[config.mk]
export PLATFORM = sky130hd
export DESIGN_NAME = cse_extract
export DESIGN_NICKNAME = d
export VERILOG_FILES = /design/src/rtl/cse_pkg.sv /design/src/rtl/cse_extract.sv
export SDC_FILE = /design/constraint.sdc
export NUM_CORES = 1
export LEC_CHECK = 0
export ABC_AREA = 1
export BUFFER_PORTS_ARGS = -buffer_cell sky130_fd_sc_hd__buf_2
export CELL_PAD_IN_SITES_DETAIL_PLACEMENT = 0
export CELL_PAD_IN_SITES_GLOBAL_PLACEMENT = 1
export CORE_ASPECT_RATIO = 1.25
export CORE_UTILIZATION = 42
export DETAILED_ROUTE_END_ITERATION = 8
export HOLD_SLACK_MARGIN = 0.06
export PLACE_DENSITY = 0.91
export SLEW_MARGIN = 20
export SYNTH_ARGS = -nofsm -noshare
export SYNTH_HDL_FRONTEND = slang
export SYNTH_SLANG_ARGS = --single-unit
[constraint.sdc]
create_clock -name i_clk -period 3.61 [get_ports i_clk]
set_input_delay 0.1805 -clock i_clk [delete_from_list [all_inputs] [get_ports i_clk]]
set_output_delay 0.1805 -clock i_clk [all_outputs]
set_load 0.02 [all_outputs]
[src/rtl/cse_pkg.sv]
// Shared types and constants for the CAN signal extract/scale block.
// No dependencies; used by cse_extract and can_signal_extract_scale_top.
`timescale 1ns / 1ps

package cse_pkg;

    localparam int DATA_W    = 64;   // payload bits
    localparam int MAX_BYTES = 8;    // payload bytes carried by the port
    localparam int MAX_LEN   = 64;   // longest signal
    localparam int VAL_W     = 48;   // Q32.16 value width
    localparam int SCL_W     = 32;   // Q16.16 scale width

    typedef enum logic [2:0] {
        CFG_START_BIT  = 3'd0,
        CFG_BIT_LENGTH = 3'd1,
        CFG_MOTOROLA   = 3'd2,
        CFG_SIGNED_RAW = 3'd3,
        CFG_SCALE      = 3'd4,
        CFG_OFFSET     = 3'd5,
        CFG_LOWER      = 3'd6,
        CFG_UPPER      = 3'd7
    } t_cfg_idx;

    typedef struct packed {
        logic [5:0]              start_bit;
        logic [6:0]              bit_length;
        logic                    motorola_order;
        logic                    signed_raw;
        logic signed [SCL_W-1:0] scale_q16;
        logic signed [VAL_W-1:0] offset_q16;
        logic signed [VAL_W-1:0] lower_limit;
        logic signed [VAL_W-1:0] upper_limit;
    } t_cfg;

    // Gathered raw signal as sign and magnitude, plus in-frame flag
    typedef struct packed {
        logic              vld;
        logic              ok;
        logic              neg;
        logic [DATA_W-1:0] mag;
    } t_gather;

endpackage

[src/rtl/cse_extract.sv]
// Bit gathering front end: frame masking, Intel/Motorola extraction, sign handling.
// Three register stages advancing on i_en. Depends on cse_pkg.
`timescale 1ns / 1ps

module cse_extract #(
    parameter int FRAME_BYTES = 8
) (
    input  logic                        i_clk,
    input  logic                        i_rst_n,
    input  logic                        i_en,
    input  logic                        i_vld,
    input  logic [cse_pkg::DATA_W-1:0]  i_data,
    input  logic [3:0]                  i_nbytes,
    input  cse_pkg::t_cfg               i_cfg,
    output cse_pkg::t_gather            o_gth
);

    localparam logic [3:0] FB = 4'(FRAME_BYTES);
    localparam int DW = cse_pkg::DATA_W;

    logic [3:0]      nb_eff;
    logic [DW-1:0]   data_m;
    logic [DW-1:0]   data_sw;
    logic [5:0]      lin0;
    logic [7:0]      last_sum;
    logic            len_ok;
    logic [DW-1:0]   lenmask;
    logic [2*DW-1:0] shifted;

    logic [2*DW-1:0] n_a_x;
    logic [6:0]      n_a_sh;
    logic            n_a_ok;
    logic [DW-1:0]   n_c_mag;
    logic            n_c_neg;

    // stage A
    logic            r_a_vld;
    logic            r_a_ok;
    logic [2*DW-1:0] r_a_x;
    logic [6:0]      r_a_sh;
    // stage B
    logic            r_b_vld;
    logic            r_b_ok;
    logic [DW-1:0]   r_b_raw;
    // stage C
    logic            r_c_vld;
    logic            r_c_ok;
    logic            r_c_neg;
    logic [DW-1:0]   r_c_mag;

    assign nb_eff = (i_nbytes > FB) ? FB : i_nbytes;

    // zero bytes beyond the frame; byte-swapped copy serves Motorola order
    always_comb begin
        for (int k = 0; k < cse_pkg::MAX_BYTES; k++) begin
            data_m[8*k +: 8] = (4'(k) < nb_eff) ? i_data[8*k +: 8] : 8'h00;
        end
        for (int k = 0; k < cse_pkg::MAX_BYTES; k++) begin
            data_sw[8*(cse_pkg::MAX_BYTES-1-k) +: 8] = data_m[8*k +: 8];
        end
    end

    // Motorola sawtooth is linear in byte*8 + (7 - bit)
    assign lin0   = {i_cfg.start_bit[5:3], ~i_cfg.start_bit[2:0]};
    assign len_ok = (i_cfg.bit_length != 7'd0) && (i_cfg.bit_length <= 7'(cse_pkg::MAX_LEN));

    always_comb begin
        if (i_cfg.motorola_order) begin
            last_sum = {2'b00, lin0} + {1'b0, i_cfg.bit_length} - 8'd1;
            n_a_x    = {data_sw, {DW{1'b0}}};
            n_a_sh   = 7'(8'd128 - {2'b00, lin0} - {1'b0, i_cfg.bit_length});
        end else begin
            last_sum = {2'b00, i_cfg.start_bit} + {1'b0, i_cfg.bit_length} - 8'd1;
            n_a_x    = {{DW{1'b0}}, data_m};
            n_a_sh   = {1'b0, i_cfg.start_bit};
        end
        n_a_ok = len_ok && ({1'b0, last_sum[7:3]} < {2'b00, nb_eff});
    end

    assign lenmask = ~({DW{1'b1}} << i_cfg.bit_length);
    assign shifted = r_a_x >> r_a_sh;

    always_comb begin
        n_c_neg = i_cfg.signed_raw && r_b_raw[6'(i_cfg.bit_length - 7'd1)];
        n_c_mag = n_c_neg ? ((~r_b_raw + 64'd1) & lenmask) : r_b_raw;
    end

    always_ff @(posedge i_clk) begin
        if (!i_rst_n) begin
            r_a_vld <= 1'b0;
            r_b_vld <= 1'b0;
            r_c_vld <= 1'b0;
        end else if (i_en) begin
            r_a_vld <= i_vld;
            r_b_vld <= r_a_vld;
            r_c_vld <= r_b_vld;
        end
    end

    always_ff @(posedge i_clk) begin
        if (i_en) begin
            r_a_ok  <= n_a_ok;
            r_a_x   <= n_a_x;
            r_a_sh  <= n_a_sh;
            r_b_ok  <= r_a_ok;
            r_b_raw <= shifted[DW-1:0] & lenmask;
            r_c_ok  <= r_b_ok;
            r_c_neg <= n_c_neg;
            r_c_mag <= n_c_mag;
        end
    end

    assign o_gth.vld = r_c_vld;
    assign o_gth.ok  = r_c_ok;
    assign o_gth.neg = r_c_neg;
    assign o_gth.mag = r_c_mag;

endmodule

Yosys cells after proc, flatten, opt, wreduce, memory -nomap -nowiden
Cells that the tools add are included.
- bits in registers: 270
- input bits: 263
- output and inout bits: 67
- word-level logic and storage cells: 58
- $add $sub $neg: 8
- magnitude comparators: 12
- shift-type cells: 2
- mux-type cells: 14
- bitwise logic cells: 5
- reductions and logical operators: 4
- operator list (cell ; count):
    AND 64 bit ; 2
    inverter 64 bit ; 2
    >> shifter 128 x 7 -> 64 bit ; 1
    two-way mux 8 bit ; 9
    adder 64 x 1 -> 64 bit, second input constant ; 1
    two-way mux 64 bit ; 1
    << shifter 64 x 7 -> 64 bit, first input constant ; 1
    adder 6 x 7 -> 8 bit ; 2
    < comparator 3 x 4 -> 1 bit, first input constant ; 4
    subtractor 8 x 1 -> 8 bit, second input constant ; 2
    < comparator 1 x 4 -> 1 bit, first input constant ; 2
    < comparator 2 x 4 -> 1 bit, first input constant ; 2
    less-or-equal comparator 7 bit, second input constant ; 1
    < comparator 6 x 7 -> 1 bit, second input constant ; 1
    nonzero test 7 bit ; 1
    subtractor 1 x 6 -> 7 bit, first input constant ; 1
    subtractor 7 bit ; 1
    binary-select mux 1 bit (select 6 bit) ; 1
    two-way mux 6 bit ; 1
    subtractor 6 x 1 -> 6 bit, second input constant ; 1
    < comparator 5 x 4 -> 1 bit ; 1
    greater-than comparator 4 bit, second input constant ; 1
    two-way mux 4 bit ; 1
    logical AND 1 bit ; 3
    2 further kinds ; 2

Depth between registers and ports, before layout
Gate-level depths: netlist of run 1.
- depth in word-level cells: 6
- mapped depth: 23
- depth with buffers taken out: 21

Least setup slack after synthesis of run 1
Ideal clock, no wire load.
- path type: input to register
- from: in i_cfg[181] (netlist name)
- to: reg r_a_ok, data pin
- library setup time: 255 ps
- arrival: 2438 ps
- data required time: 3355 ps
- setup slack: 917 ps
- cell stages on the path: 21
- buffers on the path: 1
- path through: buf_2 > inv_2 > ha_1 > ha_1 > inv_1 > nor2_1 > nor2_1 > nand2_1 > nand2_1 > nor2_1 > nor2_1 > xor2_1 > inv_1 > ha_1 > nand2_1 > inv_1 > nand2_1 > nand2_1 > nand2_1 > nand3_1 > nor2_1
- cells in the longest elaborated chain, start to end: 5
- elaborated cells between the ends (all ways): 10
- those cells by class: add/sub (4); order compare (2); mux (1); reduce/logical (3)
- ends and longest elaborated chain (element ; RTL line ; text):
    from (decl) ; cse_extract.sv:14 ; input cse_pkg::t_cfg i_cfg,
    adder 6 x 7 -> 8 bit (on tied branches) ; cse_extract.sv:73, cse_extract.sv:69 ;
    subtractor 8 x 1 -> 8 bit (on tied branches) ; cse_extract.sv:73, cse_extract.sv:69 ;
    two-way mux 8 bit ; cse_extract.sv:68 ; if (i_cfg.motorola_order) begin
    < comparator 5 x 4 -> 1 bit ; cse_extract.sv:77 ; n_a_ok = len_ok && ({1'b0, last_sum[7:3]} < {2'b00, nb_eff});
    logical AND 1 bit (*) ; cse_extract.sv:77 ;
    net n_a_ok ; cse_extract.sv:32 ; logic n_a_ok;
    to (signal assigned) ; cse_extract.sv:102 ; r_a_ok <= n_a_ok;
    to (decl) ; cse_extract.sv:38 ; logic r_a_ok;
The timed path passes the listed nets; every way through them passes the cells marked *.
A chain may end at the register's enable or synchronous reset.

Final worst setup path of run 1
- from: reg r_a_sh[1]
- to: reg r_b_raw[7], data pin
- cells in the longest elaborated chain, start to end: 2
- ends and longest elaborated chain (element ; RTL line ; text):
    from (decl) ; cse_extract.sv:40 ; logic [6:0] r_a_sh;
    from (signal assigned) ; cse_extract.sv:104 ; r_a_sh <= n_a_sh;
    >> shifter 128 x 7 -> 64 bit ; cse_extract.sv:81 ; assign shifted = r_a_x >> r_a_sh;
    AND 64 bit ; cse_extract.sv:106 ; r_b_raw <= shifted[DW-1:0] & lenmask;
    to (signal assigned) ; cse_extract.sv:106 ;
    to (decl) ; cse_extract.sv:44 ; logic [DW-1:0] r_b_raw;
No other way between the ends.

==> results of run 1 <==
==> layout make-up <==
type / instances / area share [%]
diodes: 1 / 0.009443
well taps: 735 / 3.470
flip-flops and latches: 270 / 30.48
clock inverters: 20 / 0.9538
repair buffers: 305 / 8.726
inverters: 235 / 3.352
clock buffers: 34 / 2.970
multi-input cells: 2796 / 50.04
==> state kept, by name, summed over array words and instances, names as in the netlist <==
signal / cells
r_b_ok: 1
r_a_vld: 1
r_c_mag: 64
r_b_raw: 64
r_c_neg: 1
r_a_sh: 7
r_a_x: 128
r_c_vld: 1
r_c_ok: 1
r_b_vld: 1
r_a_ok: 1
==> through the flow <==
| step | instance area (µm²) | instances | power (mW) | hold slack [ps] | utilization, % |
|---|---|---|---|---|---|
| 2_1_floorplan | 23320 | 3545 | 7.538 | 293.0 | - |
| 3_3_place_gp | 24730 | 4268 | 9.503 | 404.3 | 45.04 |
| 3_5_place_dp | 24730 | 4268 | 9.506 | 412.3 | 45.04 |
| 4_1_cts | 26500 | 4395 | 12.84 | 82.15 | 48.27 |
| 5_1_grt | 26500 | 4395 | 13.62 | 118.4 | 48.27 |
| 6_report | 26500 | 4396 | 13.06 | 88.20 | 48.27 |
==> routing by layer <==
metal | wire [µm] | vias to the layer above
li1 | - | 12560
met1 | 40260 | 12540
met2 | 50680 | 1510
met3 | 8244 | 448
met4 | 12530 | 2
met5 | 18 | -
==> cell families (layout without fill, tap and decap cells) <==
family / count (synthesis) / in the layout / share of synthesized area (%)
and+or+nand+nor: 2484 / 2484 / 48.61
buffers and inverters: 479 / 594 / 8.543
DFF: 270 / 270 / 34.64
AOI/OAI and AO/OA: 268 / 268 / 5.967
adders and majority gates: 30 / 30 / 1.642
xor gates and xnor gates: 14 / 14 / 0.5903
other: 0 / 1 / 0
==> where the power goes <==
part | total, mW | leakage [nW] | switching [mW] | internal [mW]
logic | 5.49 | 8.25 | 3.94 | 1.55
registers | 4.27 | 2.66 | 0.359 | 3.91
clock network | 3.30 | 0.494 | 1.37 | 1.93
total | 13.1 | 11.4 | 5.67 | 7.39
==> critical path: stages, from the launching register on <==
cell and delay, ps:
edfxtp_1 450, clkinv_2 370, buf_12 250, nand3_1 530, nor2_1 330, inv_1 110
nand2_1 90, nand2_1 80, nand2_1 100, nand3_1 90, nand2_1 210, inv_1 70
a21oi_1 190
==> worst max path at each step <==
stage | start | endpoint | slack (ps) | depth (start not counted)
floorplan | i_cfg[181] | r_a_ok$_DFFE_PP_ | 920 | 21
global placement | i_cfg[181] | r_a_ok$_DFFE_PP_ | 560 | 21
detailed placement | i_cfg[181] | r_a_ok$_DFFE_PP_ | 560 | 21
CTS | r_a_sh[1]$_DFFE_PP_ | r_b_raw[13]$_DFFE_PP_ | 850 | 11
global route | r_a_sh[1]$_DFFE_PP_ | r_b_raw[7]$_DFFE_PP_ | 340 | 12
finish | r_a_sh[1]$_DFFE_PP_ | r_b_raw[7]$_DFFE_PP_ | 530 | 12
==> cell usage in the layout, fill, tap and decap left out, drive strengths merged <==
master       count
nand3         1241
nand2          788
edfxtp         267
inv            233
buf            232
nor2           219
a21oi          174
nor3           143
nand4           80
dlygate4sd3     73
o21ai           71
clkbuf          34
ha              29
xor2            13
clkinv          13
or2              9
a21boi           9
o22ai            5
bufinv           5
clkinvlp         4
o31ai            3
dfxtp            3
o21bai           2
o21a             2
nand3b           2
diode            1
a31oi            1
nor4             1
and2             1
o211ai           1
xnor2            1
fa               1
==> flow_summary.html, run 1 <==
<table>
<tr><th>Metric</th><th>Value</th></tr>
<tr><th colspan="2">Layout</th></tr>
<tr><td>Layout net count</td><td>3931</td></tr>
<tr><td>Area growth, synth to finish</td><td>13.65%</td></tr>
<tr><td>Total area of sequential cells</td><td>0.008078 mm²</td></tr>
<tr><td>Area occupied by multi-input gates</td><td>0.01326 mm²</td></tr>
<tr><td>Fillers</td><td>5775</td></tr>
<tr><td>Fraction of layout cells with a size suffix above 1</td><td>under 10%</td></tr>
<tr><th colspan="2">Synth</th></tr>
<tr><td>Number of synthesized flops with an enable pin</td><td>267</td></tr>
<tr><td>Portion of the post-synthesis area used by sequential elements</td><td>between 30% and 40%</td></tr>
<tr><td>Most frequent cell after synthesis</td><td>nand3_1</td></tr>
<tr><td>Commonest cells in the netlist</td><td>nand3_1, nand2_1, edfxtp_1, inv_1, nor2_1</td></tr>
<tr><td>Cell taking the most area after synthesis</td><td>edfxtp_1</td></tr>
<tr><td>Largest cells by area after synthesis</td><td>edfxtp_1, nand3_1, nand2_1</td></tr>
<tr><td>Cell Area, Synth</td><td>0.02332 mm²</td></tr>
<tr><td>Async set-or-reset flop fraction in the synthesized netlist</td><td>0%</td></tr>
<tr><td>Top FF cell, synth</td><td>edfxtp_1</td></tr>
<tr><td>Post-Synthesis Net Count</td><td>3838</td></tr>
<tr><td>Synthesized area per cell</td><td>6.577 µm²</td></tr>
<tr><td>Warnings, synthesis</td><td>0</td></tr>
<tr><td>Distinct cell type count of the synthesized netlist</td><td>38</td></tr>
<tr><td>Number of register bits inferred by synthesis</td><td>270</td></tr>
<tr><td>Share of Yosys cell area claimed by the top area cell type</td><td>around 34%</td></tr>
<tr><td>Count of mapped cells out of synthesis</td><td>3545</td></tr>
<tr><th colspan="2">Clock network</th></tr>
<tr><td>Maximum count of clock buffers along a single path</td><td>3</td></tr>
<tr><td>Depth of the CTS H-tree</td><td>1</td></tr>
<tr><td>Cts bufs inserted</td><td>30</td></tr>
<tr><td># resized after CTS</td><td>0</td></tr>
<tr><td>Clock slew seen by the registers of the worst setup and hold paths</td><td>70 ps</td></tr>
<tr><td>CTS tree</td><td>done</td></tr>
<tr><td>Hold-fix buffer count after cts</td><td>73</td></tr>
<tr><td>Setup repair bufs after CTS</td><td>0</td></tr>
<tr><td>Cell chosen for the clock root</td><td>clkbuf_16</td></tr>
<tr><td>Clock Sinks</td><td>270</td></tr>
<tr><td>Latest clock arrival within the worst-skew pair</td><td>a little over 600 ps</td></tr>
<tr><th colspan="2">Hold path</th></tr>
<tr><td>Hold Crit Class</td><td>in2reg</td></tr>
<tr><td>Hold Path Depth</td><td>1</td></tr>
<tr><td>Hold EP</td><td>r_a_x[9]$_SDFFCE_PP0P_</td></tr>
<tr><td>Hold Startpoint</td><td>i_en</td></tr>
<tr><th colspan="2">Global routing</th></tr>
<tr><td>Number of antenna violations at the first check in global routing</td><td>3</td></tr>
<tr><td>Vias in the first global route</td><td>24910</td></tr>
<tr><td>Global-route wire length before repair</td><td>161700 µm</td></tr>
<tr><td>Met2 demand-to-capacity share in global routing</td><td>62.94%</td></tr>
<tr><td>Overflow left after global routing</td><td>0</td></tr>
<tr><td>Met1 Use GR</td><td>45.66%</td></tr>
<tr><td>Peak-usage layer in the global routing report</td><td>met2</td></tr>
<tr><td>Largest net degree at the start of global routing</td><td>123</td></tr>
<tr><td>M3 GR Usage</td><td>5.419%</td></tr>
<tr><td>Global-route usage over all layers</td><td>39.40%</td></tr>
<tr><th colspan="2">Detailed routing</th></tr>
<tr><td>Routed Antenna Nets</td><td>0</td></tr>
<tr><td>Total wire length</td><td>111700 µm</td></tr>
<tr><td>Number of design-rule violations left by the first detailed-router iteration</td><td>3551</td></tr>
<tr><td>1st-pass router iterations</td><td>9</td></tr>
<tr><td>Total DRC errors in the routed layout</td><td>0</td></tr>
<tr><td>Number of vias per cell after detailed routing</td><td>6.156</td></tr>
<tr><td>Wire length per cell</td><td>25.42 µm</td></tr>
<tr><td>Total number of vias</td><td>approximately 27000</td></tr>
<tr><th colspan="2">Timing</th></tr>
<tr><td>Fin. max-slew vios</td><td>0</td></tr>
<tr><td>Min Clock Period, post-route</td><td>3075 ps</td></tr>
<tr><td>FMAX</td><td>325.2 MHz</td></tr>
<tr><td>Actual transition at the worst max-transition pin</td><td>1061 ps</td></tr>
<tr><td>Final setup fails</td><td>0</td></tr>
<tr><td>Clk_skew</td><td>28.62 ps</td></tr>
<tr><td>Setup TNS after final layout</td><td>0 ps</td></tr>
<tr><td>Unrepaired setup endpoints after global routing</td><td>false</td></tr>
<tr><td>Worst path setup slack after routing</td><td>534.7 ps</td></tr>
<tr><td>Number of failing hold endpoints at the final stage</td><td>0</td></tr>
<tr><td>Slew HR</td><td>29.25%</td></tr>
<tr><td>Tcrit/Tclk final</td><td>85.19%</td></tr>
<tr><th colspan="2">Floorplan</th></tr>
<tr><td>Starting Density</td><td>42.48%</td></tr>
<tr><td>Placeable core region</td><td>between 0.05 and 0.06 mm²</td></tr>
<tr><td>Die Wd</td><td>approximately 210 µm</td></tr>
<tr><td>I/O Pins</td><td>330</td></tr>
<tr><td>Chip Height</td><td>roughly 270 µm</td></tr>
<tr><td>Number of placement rows</td><td>96</td></tr>
<tr><td>Area of the die</td><td>0.05647 mm²</td></tr>
<tr><th colspan="2">Placement</th></tr>
<tr><td>Port-buffer cells</td><td>153</td></tr>
<tr><td>Minimum setup slack after placement</td><td>562.9 ps</td></tr>
<tr><td>Half-perimeter wire length after placement</td><td>86440 µm</td></tr>
<tr><td>Final Wtd Congestion</td><td>1.105</td></tr>
<tr><th colspan="2">Setup path</th></tr>
<tr><td>Crit. End Element</td><td>flop</td></tr>
<tr><td>Crit path launch type</td><td>flop</td></tr>
<tr><td>Critical Path Fanout Max</td><td>32</td></tr>
<tr><td>Cell count of the worst reg-to-reg path</td><td>12</td></tr>
<tr><td>Startpoint of the worst register-to-register path</td><td>r_a_sh[1]$_DFFE_PP_</td></tr>
<tr><td>Worst R2R Setup Slack</td><td>530 ps</td></tr>
<tr><td>Worst endpoint data arrival time</td><td>3510 ps</td></tr>
<tr><td>Critical path class</td><td>reg2reg</td></tr>
<tr><td>Required time at the worst-slack endpoint</td><td>4040 ps</td></tr>
<tr><td>R2r endpoint</td><td>r_b_raw[7]$_DFFE_PP_</td></tr>
<tr><th colspan="2">Pwr</th></tr>
<tr><td>Worst supply voltage drop on vdd</td><td>0.3690 mV</td></tr>
<tr><td>P_leak</td><td>between 10 and 15 nW</td></tr>
<tr><td>Pwr Density</td><td>493.0 mW/mm²</td></tr>
<tr><th colspan="2">Run</th></tr>
<tr><td>Max Cap Violations</td><td>0</td></tr>
<tr><th colspan="2">Outcome</th></tr>
<tr><td>Run status</td><td>complete, no violations</td></tr>
</table>
Power figures use the tool's default switching activity.
==> inputs of run 2 (changes only) <==
- CAP_MARGIN: unset -> 5
- CORE_UTILIZATION: 42 -> 35
- GPL_ROUTABILITY_DRIVEN: unset -> 1
- PLACE_DENSITY: 0.91 -> 0.8
==> flow_summary.html, run 2 (synthesis results as in run 1) <==
<table>
<tr><th>Metric</th><th>Value</th></tr>
<tr><th colspan="2">Layout</th></tr>
<tr><td>Most used cells in the layout excluding fill and tap cells</td><td>nand3_1, nand2_1, edfxtp_1</td></tr>
<tr><td>Fraction of layout cells with a size suffix above 1</td><td>8.448%</td></tr>
<tr><td>Fillers</td><td>7077</td></tr>
<tr><td>Layout net count</td><td>slightly below 4000</td></tr>
<tr><td>Flip-flop count of the largest register, all copies and words added</td><td>~130</td></tr>
<tr><td>Regs by FF count</td><td>r_a_x (128), r_b_raw (64), r_c_mag (64)</td></tr>
<tr><td>Register with the most flip-flops</td><td>r_a_x</td></tr>
<tr><td>Inserted Diodes</td><td>0</td></tr>
<tr><td>Area growth, synth to finish</td><td>13.90%</td></tr>
<tr><td>Commonest non-fill, non-tap cell in the layout</td><td>nand3_1</td></tr>
<tr><th colspan="2">Timing</th></tr>
<tr><td>Tcrit/Tclk final</td><td>a little over four fifths</td></tr>
<tr><td>Unrepaired setup endpoints after global routing</td><td>false</td></tr>
<tr><td>Worst path setup slack after routing</td><td>600.5 ps</td></tr>
<tr><td>Fin Hold WS</td><td>49.10 ps</td></tr>
<tr><td>Actual transition at the worst max-transition pin</td><td>~1200 ps</td></tr>
<tr><td>Slew HR</td><td>between 15 and 20%</td></tr>
<tr><td>Min Clock Period, post-route</td><td>3009 ps</td></tr>
<tr><td>Number of failing hold endpoints at the final stage</td><td>0</td></tr>
<tr><td>FMAX</td><td>332.3 MHz</td></tr>
<tr><td>Fin. max-slew vios</td><td>0</td></tr>
<tr><td>Setup TNS after final layout</td><td>0 ps</td></tr>
<tr><td>Clk_skew</td><td>between 30 and 40 ps</td></tr>
<tr><td>Final setup fails</td><td>0</td></tr>
<tr><th colspan="2">Detailed routing</th></tr>
<tr><td>Total wire length</td><td>108400 µm</td></tr>
<tr><td>Number of design-rule violations left by the first detailed-router iteration</td><td>3177</td></tr>
<tr><td>Wire length per cell</td><td>roughly 24 µm</td></tr>
<tr><td>Total DRC errors in the routed layout</td><td>0</td></tr>
<tr><td>Routed Antenna Nets</td><td>0</td></tr>
<tr><td>Total number of vias</td><td>26480</td></tr>
<tr><td>Number of vias per cell after detailed routing</td><td>5.881</td></tr>
<tr><td>1st-pass router iterations</td><td>7</td></tr>
<tr><th colspan="2">Clock network</th></tr>
<tr><td>Cell chosen for the clock root</td><td>clkbuf_16</td></tr>
<tr><td># resized after CTS</td><td>0</td></tr>
<tr><td>CTS tree</td><td>done</td></tr>
<tr><td>Latest clock arrival within the worst-skew pair</td><td>560 ps</td></tr>
<tr><td>Clock slew seen by the registers of the worst setup and hold paths</td><td>60 ps</td></tr>
<tr><td>Depth of the CTS H-tree</td><td>2</td></tr>
<tr><td>Setup repair bufs after CTS</td><td>0</td></tr>
<tr><td>Maximum count of clock buffers along a single path</td><td>3</td></tr>
<tr><td>Hold-fix buffer count after cts</td><td>63</td></tr>
<tr><td>Cts bufs inserted</td><td>34</td></tr>
<tr><td>Clock Sinks</td><td>between 200 and 300</td></tr>
<tr><th colspan="2">Floorplan</th></tr>
<tr><td>Chip Height</td><td>290.6 µm</td></tr>
<tr><td>Starting Density</td><td>35.42%</td></tr>
<tr><td>I/O Pins</td><td>between 300 and 400</td></tr>
<tr><td>Number of placement rows</td><td>105</td></tr>
<tr><td>Die Wd</td><td>232.9 µm</td></tr>
<tr><td>Area of the die</td><td>0.06766 mm²</td></tr>
<tr><td>Placeable core region</td><td>~0.066 mm²</td></tr>
<tr><th colspan="2">Placement</th></tr>
<tr><td>Port-buffer cells</td><td>153</td></tr>
<tr><td>Final Wtd Congestion</td><td>1.024</td></tr>
<tr><td>Half-perimeter wire length after placement</td><td>between 80000 and 90000 µm</td></tr>
<tr><td>Minimum setup slack after placement</td><td>~570 ps</td></tr>
<tr><th colspan="2">Setup path</th></tr>
<tr><td>Worst endpoint data arrival time</td><td>3360 ps</td></tr>
<tr><td>Critical path, cell by cell</td><td>clkinv_2 -&gt; buf_12 -&gt; nand3_1 -&gt; nand3_1 -&gt; nand3_1 -&gt; nand3_1 -&gt; nand3_1 -&gt; nand3_1 -&gt; a21boi_0</td></tr>
<tr><td>Crit. Startpoint</td><td>r_a_sh[1]$_DFFE_PP_</td></tr>
<tr><td>Slowest stage delay, CP</td><td>roughly 550 ps</td></tr>
<tr><td>Crit. End Element</td><td>flop</td></tr>
<tr><td>Top cell by count, worst path</td><td>nand3_1</td></tr>
<tr><td>Critical Path Fanout Max</td><td>56</td></tr>
<tr><td>Critical path class</td><td>reg2reg</td></tr>
<tr><td>Required time at the worst-slack endpoint</td><td>3960 ps</td></tr>
<tr><td>Max stage delay cell, worst path</td><td>edfxtp_1</td></tr>
<tr><td>Startpoint of the worst register-to-register path</td><td>r_a_sh[1]$_DFFE_PP_</td></tr>
<tr><td>Crit path launch type</td><td>flop</td></tr>
<tr><th colspan="2">Outcome</th></tr>
<tr><td>Run status</td><td>complete, no violations</td></tr>
<tr><th colspan="2">Global routing</th></tr>
<tr><td>Vias in the first global route</td><td>approximately 24000</td></tr>
<tr><td>Global-route wire length before repair</td><td>157900 µm</td></tr>
<tr><td>Largest net degree at the start of global routing</td><td>128</td></tr>
<tr><td>Global-route usage over all layers</td><td>31.52%</td></tr>
<tr><td>Number of antenna violations at the first check in global routing</td><td>0</td></tr>
<tr><td>Overflow left after global routing</td><td>0</td></tr>
<tr><th colspan="2">Hold path</th></tr>
<tr><td>Hold Crit Class</td><td>in2reg</td></tr>
<tr><td>Hold Startpoint</td><td>i_data[35]</td></tr>
<tr><th colspan="2">Pwr</th></tr>
<tr><td>Worst supply voltage drop on vdd</td><td>around 0.31 mV</td></tr>
<tr><td>P_leak</td><td>11.36 nW</td></tr>
<tr><td>Pwr Density</td><td>486.2 mW/mm²</td></tr>
<tr><th colspan="2">Run</th></tr>
<tr><td>Max Cap Violations</td><td>0</td></tr>
</table>
-- run 2: per-layer routing --
metal | track usage (%) | part of all wire [%] | vias up
li1 | - | - | 12520
met1 | 38.34 | 38 | 12290
met2 | 50.97 | 46 | 1342
met3 | 2.983 | 6.0 | 328
met4 | 24.50 | 9.1 | 0
met5 | 0 | 0 | -
-- run 2: stage by stage --
step           utilization [%]  instances  total power [mW]  area, µm²
2_1_floorplan                -       3545             7.538      23320
3_3_place_gp             37.79       4378             9.492      24870
3_5_place_dp             37.79       4378             9.494      24870
4_1_cts                  40.34       4502             12.83      26550
5_1_grt                  40.35       4502             13.54      26560
6_report                 40.35       4502             12.91      26560
-- run 2: worst paths after layout --
check	to	slack [ps]	cells past startpoint
worst max register to register	r_b_raw[59]$_DFFE_PP_	600	9
worst max-delay path	r_b_raw[59]$_DFFE_PP_	600	9
worst min register to register	r_b_ok$_DFFE_PP_	430	0
worst min-delay path	r_a_x[35]$_SDFFCE_PP0P_	50	3
-- run 2: critical path: cells and delay by family, from the launching register on --
kind | cells | cell delay [ps]
simple gates | 6 | 1290
buf+inv | 2 | 580
flops | 1 | 550
compound gates | 1 | 320
-- run 2: power breakdown --
group	internal (mW)	switching, mW
Clock	1.88	1.39
Sequential	3.92	0.363
Combinational	1.54	3.82
Total	7.34	5.58
-- run 2: cell type report --
cell class	count	area, µm²	area share, %
sequential	270	8078	30.42
multi-input combinational	2796	13260	49.94
timing repair buffer	284	2205	8.301
clock buffer	41	908.4	3.420
tap	856	1071	4.033
inverter	235	888.4	3.345
clock inverter	20	145.1	0.5465
